`src/rtl/core/swmf_pkg.sv`:
```
`default_nettype none

package swmf_pkg;

    // Widths of the stream fields.
    localparam int unsigned SAMPLE_FIELD_W = 16;
    localparam int unsigned FILL_FIELD_W   = 8;
    localparam int unsigned OUT_TDATA_W    = SAMPLE_FIELD_W + FILL_FIELD_W;

    // Flags that one cell hands to the next cell up the chain.
    typedef struct packed {
        logic seen;   // the evicted entry sits at or below this cell
        logic gt;     // the compacted entry here is above the new sample (or empty)
    } chain_t;

endpackage

`default_nettype wire

```
`src/rtl/core/swmf_cell.sv`:
```
`default_nettype none

// One slot of the sorted window. Each request, the slot first closes the
// gap left by the evicted entry (taking its upper neighbor), then opens room
// for the new sample (taking its lower neighbor) or takes the sample itself.
module swmf_cell #(
    parameter int unsigned WINDOW      = 15,
    parameter int unsigned SAMPLE_BITS = 16
) (
    input  wire                                         clk,
    input  wire                                         rst_n,
    input  wire                                         shift_en,
    input  wire                                         full,
    input  wire  signed [SAMPLE_BITS-1:0]               sample,
    // Compacted entry of the lower neighbor.
    input  wire  swmf_pkg::chain_t                      lo_link,
    input  wire  signed [SAMPLE_BITS-1:0]               lo_val,
    input  wire         [$clog2(WINDOW+1)-1:0]          lo_age,
    input  wire                                         lo_valid,
    // Stored entry of the upper neighbor.
    input  wire  signed [SAMPLE_BITS-1:0]               hi_val,
    input  wire         [$clog2(WINDOW+1)-1:0]          hi_age,
    input  wire                                         hi_valid,
    // To the upper neighbor.
    output swmf_pkg::chain_t                            up_link,
    output logic signed [SAMPLE_BITS-1:0]               up_val,
    output logic        [$clog2(WINDOW+1)-1:0]          up_age,
    // Stored entry, seen by both neighbors and the median select.
    output logic signed [SAMPLE_BITS-1:0]               val,
    output logic        [$clog2(WINDOW+1)-1:0]          age,
    output logic                                        valid
);

    localparam int unsigned AGE_W = $clog2(WINDOW + 1);

    logic signed [SAMPLE_BITS-1:0] val_reg, val_next;
    logic        [AGE_W-1:0]       age_reg, age_next;
    logic                          valid_reg, valid_next;

    logic                          evict;
    logic                          seen;
    logic signed [SAMPLE_BITS-1:0] c_val;
    logic        [AGE_W-1:0]       c_age;
    logic                          c_valid;
    logic                          c_gt;

    always_comb
    begin
        evict   = full && valid_reg && (age_reg == AGE_W'(WINDOW - 1));
        seen    = lo_link.seen || evict;
        c_val   = seen ? hi_val   : val_reg;
        c_age   = seen ? hi_age   : age_reg;
        c_valid = seen ? hi_valid : valid_reg;
        c_gt    = !c_valid || (c_val > sample);

        if (c_gt)
        begin
            if (!lo_link.gt)
            begin
                val_next = sample;
                age_next = '0;
            end
            else
            begin
                val_next = lo_val;
                age_next = lo_age + AGE_W'(1);
            end
        end
        else
        begin
            val_next = c_val;
            age_next = c_age + AGE_W'(1);
        end
        valid_next = valid_reg || lo_valid;
    end

    always_ff @(posedge clk or negedge rst_n)
    begin
        if (!rst_n)
        begin
            valid_reg <= 1'b0;
        end
        else if (shift_en)
        begin
            valid_reg <= valid_next;
        end
    end

    always_ff @(posedge clk)
    begin
        if (shift_en)
        begin
            val_reg <= val_next;
            age_reg <= age_next;
        end
    end

    // Packed order of the link: seen above gt.
    assign up_link      = {seen, c_gt};
    assign up_val       = c_val;
    assign up_age       = c_age;
    assign val          = val_reg;
    assign age          = age_reg;
    assign valid        = valid_reg;

endmodule

`default_nettype wire

```
`src/rtl/core/sliding_window_median_filter_top.sv`:
```
`default_nettype none

// Running median over the last WINDOW signed samples.
//
// Input channel (s_*): one request carries one sample in s_tdata[15:0],
// sign-extended from SAMPLE_BITS. Output channel (m_*): one request per input
// request carries the median in m_tdata[15:0] and the fill count in
// m_tdata[23:16]. For an even fill the upper of the two middle values is
// returned. Once WINDOW samples are held, the oldest one is dropped as each
// new one arrives, so the fill count stays at WINDOW.
//
// The window is a chain of WINDOW cells kept in ascending order. On an
// accepted request every cell updates in the same clock from its two
// neighbors, so a new sample can be taken every cycle while s_tready is
// high. The pick stage then selects the median from the updated chain and
// the output register holds it for the receiver. When the receiver stalls,
// one result waits in the output register and one more in the pick stage;
// s_tready then drops until the output register frees up. Reset empties the
// window and drops any result that has not been delivered.
module sliding_window_median_filter_top #(
    parameter int unsigned WINDOW      = 15,
    parameter int unsigned SAMPLE_BITS = 16
) (
    input  wire                                   clk,
    input  wire                                   rst_n,
    input  wire                                   s_tvalid,
    output logic                                  s_tready,
    input  wire  [swmf_pkg::SAMPLE_FIELD_W-1:0]   s_tdata,   // [15:0] sample
    output logic                                  m_tvalid,
    input  wire                                   m_tready,
    output logic [swmf_pkg::OUT_TDATA_W-1:0]      m_tdata    // [15:0] median, [23:16] fill_count
);

    localparam int unsigned CNT_W = $clog2(WINDOW + 1);

    logic signed [SAMPLE_BITS-1:0] sample;

    // Boundary entries sit at index WINDOW of the stored-entry arrays and at
    // index 0 of the compacted-entry arrays.
    logic signed [SAMPLE_BITS-1:0] cell_val   [WINDOW+1];
    logic        [CNT_W-1:0]       cell_age   [WINDOW+1];
    logic                          cell_valid [WINDOW+1];
    swmf_pkg::chain_t              c_link     [WINDOW+1];
    logic signed [SAMPLE_BITS-1:0] c_val      [WINDOW+1];
    logic        [CNT_W-1:0]       c_age      [WINDOW+1];
    logic                          lo_valid   [WINDOW+1];

    logic [CNT_W-1:0]              cnt_reg, cnt_next;
    logic                          full;
    logic                          accept;
    logic                          load_out;
    logic                          pick_valid_reg, pick_valid_next;
    logic                          m_tvalid_reg, m_tvalid_next;
    logic signed [SAMPLE_BITS-1:0] med_sel;
    logic [swmf_pkg::OUT_TDATA_W-1:0] m_tdata_reg, m_tdata_next;
    logic [swmf_pkg::SAMPLE_FIELD_W-1:0] med_field;

    // Take the sample at the configured width. A sample width above the
    // field width leaves the field value non-negative.
    generate
        if (SAMPLE_BITS <= swmf_pkg::SAMPLE_FIELD_W)
        begin : g_in_narrow
            assign sample = s_tdata[SAMPLE_BITS-1:0];
        end
        else
        begin : g_in_wide
            assign sample = {{(SAMPLE_BITS - swmf_pkg::SAMPLE_FIELD_W){1'b0}}, s_tdata};
        end
    endgenerate

    assign full     = (cnt_reg == CNT_W'(WINDOW));
    assign load_out = pick_valid_reg && (!m_tvalid_reg || m_tready);
    assign s_tready = !pick_valid_reg || load_out;
    assign accept   = s_tvalid && s_tready;

    // Chain ends: below the first cell is a valid slot that reads as
    // "not above the sample", above the last cell an empty slot.
    assign c_link[0]          = '0;
    assign c_val[0]           = '0;
    assign c_age[0]           = '0;
    assign lo_valid[0]        = 1'b1;
    assign cell_val[WINDOW]   = '0;
    assign cell_age[WINDOW]   = '0;
    assign cell_valid[WINDOW] = 1'b0;

    generate
        for (genvar i = 0; i < WINDOW; i++)
        begin : g_cell
            if (i > 0)
            begin : g_lo
                assign lo_valid[i] = cell_valid[i-1];
            end

            swmf_cell #(
                .WINDOW      (WINDOW),
                .SAMPLE_BITS (SAMPLE_BITS)
            ) u_cell (
                .clk      (clk),
                .rst_n    (rst_n),
                .shift_en (accept),
                .full     (full),
                .sample   (sample),
                .lo_link  (c_link[i]),
                .lo_val   (c_val[i]),
                .lo_age   (c_age[i]),
                .lo_valid (lo_valid[i]),
                .hi_val   (cell_val[i+1]),
                .hi_age   (cell_age[i+1]),
                .hi_valid (cell_valid[i+1]),
                .up_link  (c_link[i+1]),
                .up_val   (c_val[i+1]),
                .up_age   (c_age[i+1]),
                .val      (cell_val[i]),
                .age      (cell_age[i]),
                .valid    (cell_valid[i])
            );
        end
    endgenerate

    // The pick stage reads the chain as left by the last accepted request;
    // the chain cannot move again before that pick is done.
    always_comb
    begin
        med_sel = '0;
        for (int i = 0; i < WINDOW; i++)
        begin
            if ((cnt_reg >> 1) == CNT_W'(i))
            begin
                med_sel = cell_val[i];
            end
        end
    end

    generate
        if (SAMPLE_BITS >= swmf_pkg::SAMPLE_FIELD_W)
        begin : g_out_wide
            assign med_field = med_sel[swmf_pkg::SAMPLE_FIELD_W-1:0];
        end
        else
        begin : g_out_narrow
            assign med_field = {{(swmf_pkg::SAMPLE_FIELD_W - SAMPLE_BITS)
                                 {med_sel[SAMPLE_BITS-1]}}, med_sel};
        end
    endgenerate

    always_comb
    begin
        cnt_next        = cnt_reg;
        pick_valid_next = pick_valid_reg;
        m_tvalid_next   = m_tvalid_reg;
        m_tdata_next    = m_tdata_reg;

        if (m_tready)
        begin
            m_tvalid_next = 1'b0;
        end
        if (load_out)
        begin
            m_tvalid_next   = 1'b1;
            m_tdata_next    = {swmf_pkg::FILL_FIELD_W'(cnt_reg), med_field};
            pick_valid_next = 1'b0;
        end
        if (accept)
        begin
            pick_valid_next = 1'b1;
            if (!full)
            begin
                cnt_next = cnt_reg + CNT_W'(1);
            end
        end
    end

    always_ff @(posedge clk or negedge rst_n)
    begin
        if (!rst_n)
        begin
            cnt_reg        <= '0;
            pick_valid_reg <= 1'b0;
            m_tvalid_reg   <= 1'b0;
        end
        else
        begin
            cnt_reg        <= cnt_next;
            pick_valid_reg <= pick_valid_next;
            m_tvalid_reg   <= m_tvalid_next;
        end
    end

    always_ff @(posedge clk)
    begin
        m_tdata_reg <= m_tdata_next;
    end

    assign m_tvalid = m_tvalid_reg;
    assign m_tdata  = m_tdata_reg;

    // A delivered fill count is never zero and never beyond the window.
    a_fill_range: assert property (@(posedge clk) disable iff (!rst_n)
        m_tvalid |-> (m_tdata[swmf_pkg::OUT_TDATA_W-1:swmf_pkg::SAMPLE_FIELD_W] != '0) &&
                     (m_tdata[swmf_pkg::OUT_TDATA_W-1:swmf_pkg::SAMPLE_FIELD_W] <=
                      swmf_pkg::FILL_FIELD_W'(WINDOW)))
        else $error("fill count out of range");

    // A window that holds samples always has its bottom cell filled.
    a_bottom_valid: assert property (@(posedge clk) disable iff (!rst_n)
        (cnt_reg != '0) |-> cell_valid[0])
        else $error("bottom cell empty while window holds samples");

    // A full window stays full.
    a_stay_full: assert property (@(posedge clk) disable iff (!rst_n)
        (accept && full) |=> (cnt_reg == CNT_W'(WINDOW)))
        else $error("fill count left the full window");

    // No new request while a pending pick cannot move on.
    a_no_overrun: assert property (@(posedge clk) disable iff (!rst_n)
        (pick_valid_reg && m_tvalid_reg && !m_tready) |-> !s_tready)
        else $error("request taken while pick stage is blocked");

endmodule

`default_nettype wire
```
`config.mk`:
```
export PLATFORM = sky130hd
export DESIGN_NAME = sliding_window_median_filter_top
export DESIGN_NICKNAME = d
export VERILOG_FILES = /design/src/rtl/core/swmf_pkg.sv /design/src/rtl/core/swmf_cell.sv /design/src/rtl/core/sliding_window_median_filter_top.sv
export SDC_FILE = /design/constraint.sdc
export NUM_CORES = 1
export LEC_CHECK = 0
export ABC_CLOCK_PERIOD_IN_PS = 19350
export BUFFER_PORTS_ARGS = -buffer_cell sky130_fd_sc_hd__clkbuf_2
export CORE_AREA = 2 2 324 326
export DETAILED_ROUTE_END_ITERATION = 6
export DIE_AREA = 0 0 326 328
export GPL_TIMING_DRIVEN = 0
export PLACE_DENSITY = 0.47
export SLEW_MARGIN = 20
export SYNTH_ARGS = -nofsm -noshare
export SYNTH_HDL_FRONTEND = slang
export SYNTH_HIERARCHICAL = 1
export SYNTH_SLANG_ARGS = --single-unit
```
`constraint.sdc`:
```
create_clock -name clk -period 19.35 [get_ports clk]
set_input_delay 0.9675 -clock clk [delete_from_list [all_inputs] [get_ports clk]]
set_output_delay 0.9675 -clock clk [all_outputs]
set_load 0.05 [all_outputs]
```
==> results.py <==
metrics = {
    "outcome": {
        "status": "finished clean",
    },
    "floorplanning": {
        "core-area_um2": 103000,
        "die_height_um": 328,
        "fp.dieW_um": 326,
        "fp-row-count": 118,
        "ios": 46,
        "dieArea_um2": 107000,
        "initial_core_util": 0.299,
    },
    "setup_path": {
        "slowest_stage": "buf_1",
        "critPathTopFamily": "buffers and inverters",
        "path_common_cell": "buf_4",
        "crit_path_max_fanout": 16,
        "slowest_delay_ps": 600,
        "worstPathArrival_ps": 18180,
        "path_class": "reg -> reg",
        "crit_buf_inv": 48,
        "crit_required_ps": 19690,
        "end_kind": "flip-flop",
        "startpoint_type": "flip-flop",
    },
    "synth": {
        "yosysWarnings": 6,
        "avgSynthCellArea_um2": 10.2,
        "syn-instance-count": 3016,
        "syn_area_um2": 30800,
    },
    "sta": {
        "rsz0062_at_grt": "false",
        "final.setup_skew_ps": 39.1,
        "min_period_ps": 17840,
        "setup_violations": 0,
        "worst_pin_slew_ps": 1120,
        "slew_headroom": 0.254,
        "fin_crit_sh": 0.922,
        "final_max_slew_viol_count": 0,
        "postLayoutSetupSlackWorst_ps": 1510,
        "fmax_ghz": 0.0561,
        "setup_tns_ps": 0,
        "finalHoldViolCount": 0,
    },
    "final_layout": {
        "fin_nets": 3456,
        "regArea_um2": 10100,
        "final_area_um2": 34600,
        "n_fill_cell": 10648,
        "layout-drive-gt1-share": 0.231,
        "syn2layout_area_growth_pct": 12.2,
        "multiInputGateArea_um2": 18500,
        "largest_register_ffs": 240,
    },
    "clock_network": {
        "clk_path_buf_depth": 3,
        "numCtsBuffers": 42,
        "root_buffer": "clkbuf_16",
        "cts.htree.levels": 2,
        "cts_tree": "done",
        "cts_resized": 0,
        "cts_setup_buffers": 0,
        "holdBufCountCts": 0,
        "clk_pin_slew_ps": 60,
        "cts.sinks": 341,
        "clk-insertion-delay-late_ps": 600,
    },
    "placed_design": {
        "post-place-ws_ps": 502,
        "port_buffers": 41,
        "dpl-instance-area_um2": 33200,
        "dp_hpwl_um": 75100,
        "gp_congestion": 0.855,
    },
    "global_routing": {
        "grt_overflow": 0,
        "grt_max_degree": 50,
        "grt_antenna_before_repair": 7,
        "first_global_vias": 23434,
        "grt_usage": 0.183,
        "grt_pass1_wl_um": 150000,
    },
    "drt": {
        "wl_per_cell_um": 21.6,
        "ant_nets": 0,
        "vias": 23371,
        "via_per_inst": 5.11,
        "first_iter_violations": 1717,
        "first_pass_iters": 6,
        "drc": 0,
        "routed_wl_um": 99100,
    },
    "power": {
        "p_total_mw": 6.76,
        "p_leak_nw": 15.0,
        "p_per_area_nw_per_um2": 195,
        "ir_drop_mv": 0.0796,
    },
    "hold_path": {
        "worstHoldPathType": "reg -> reg",
    },
    "job": {
        "maxCapViolations": 0,
    },
}
## metal layers
metal  track usage  share of wire  vias up
li1              -              -    11426
met1         0.271           0.50    11329
met2         0.288           0.44      515
met3        0.0204          0.045       97
met4        0.0359          0.016        4
met5             0        0.00030        -
## cells in the final DEF, fill, tap and decap left out, types with 46 or more instances in the layout
cell	count
mux2_4	74
a21oi_1	347
a21oi_2	90
inv_1	326
nand2_1	190
mux2_2	243
o21ai_0	115
ha_1	271
clkbuf_2	54
o22a_1	46
clkbuf_1	46
edfxtp_1	320
mux2i_1	245
conb_1	59
## report_power, final
group / switching [mW] / internal (mW) / leakage, nW
clock network: 0.354 / 0.503 / 0.708
registers: 0.340 / 1.39 / 3.27
logic: 2.31 / 1.86 / 11.0
total: 3.01 / 3.75 / 15.0
## path summary, 6_finish.rpt
path | from | end | slack [ps] | cells past startpoint
max | cnt_reg[1] | g_cell[14].u_cell/val[8] | 1510 | 74
min | cnt_reg[3] | m_tdata[19] | 460 | 0
max reg2reg | cnt_reg[1] | g_cell[14].u_cell/val[8] | 1510 | 74
min reg2reg | cnt_reg[3] | m_tdata[19] | 460 | 0
max in group asynchronous | rst_n | g_cell[14].u_cell/valid | 18210 | 1
min in group asynchronous | rst_n | g_cell[2].u_cell/valid | 480 | 1
## through the flow
step / std cells / hold slack [ps] / util
after floorplan: 3073 / 420 / -
after global placement: 4494 / 449 / 0.320
after detailed placement: 4501 / 455 / 0.322
after CTS: 4577 / 466 / 0.335
after global routing: 4577 / 476 / 0.336
final: 4578 / 456 / 0.336
## cell type report
cell class	count	share of cell area
Antenna cell	1	0.0000723
Buffer	173	0.0321
Clock buffer	58	0.0350
Clock inverter	18	0.00618
Inverter	338	0.0374
Multi-Input combinational cell	2221	0.535
Sequential cell	341	0.293
Tap cell	1380	0.0499
Timing Repair Buffer	48	0.0113
## worst register-to-register path: cells and delay by family, from the launching register on
kind	cells	cell delay (ps)
adder cells (fa/ha/maj)	2	620
AND/OR/NAND/NOR	5	1610
buffers and inverters	48	10060
AO/OA/AOI/OAI	17	3930
multiplexers	2	820
flip-flops	1	540
Power figures use the tool's default switching activity.
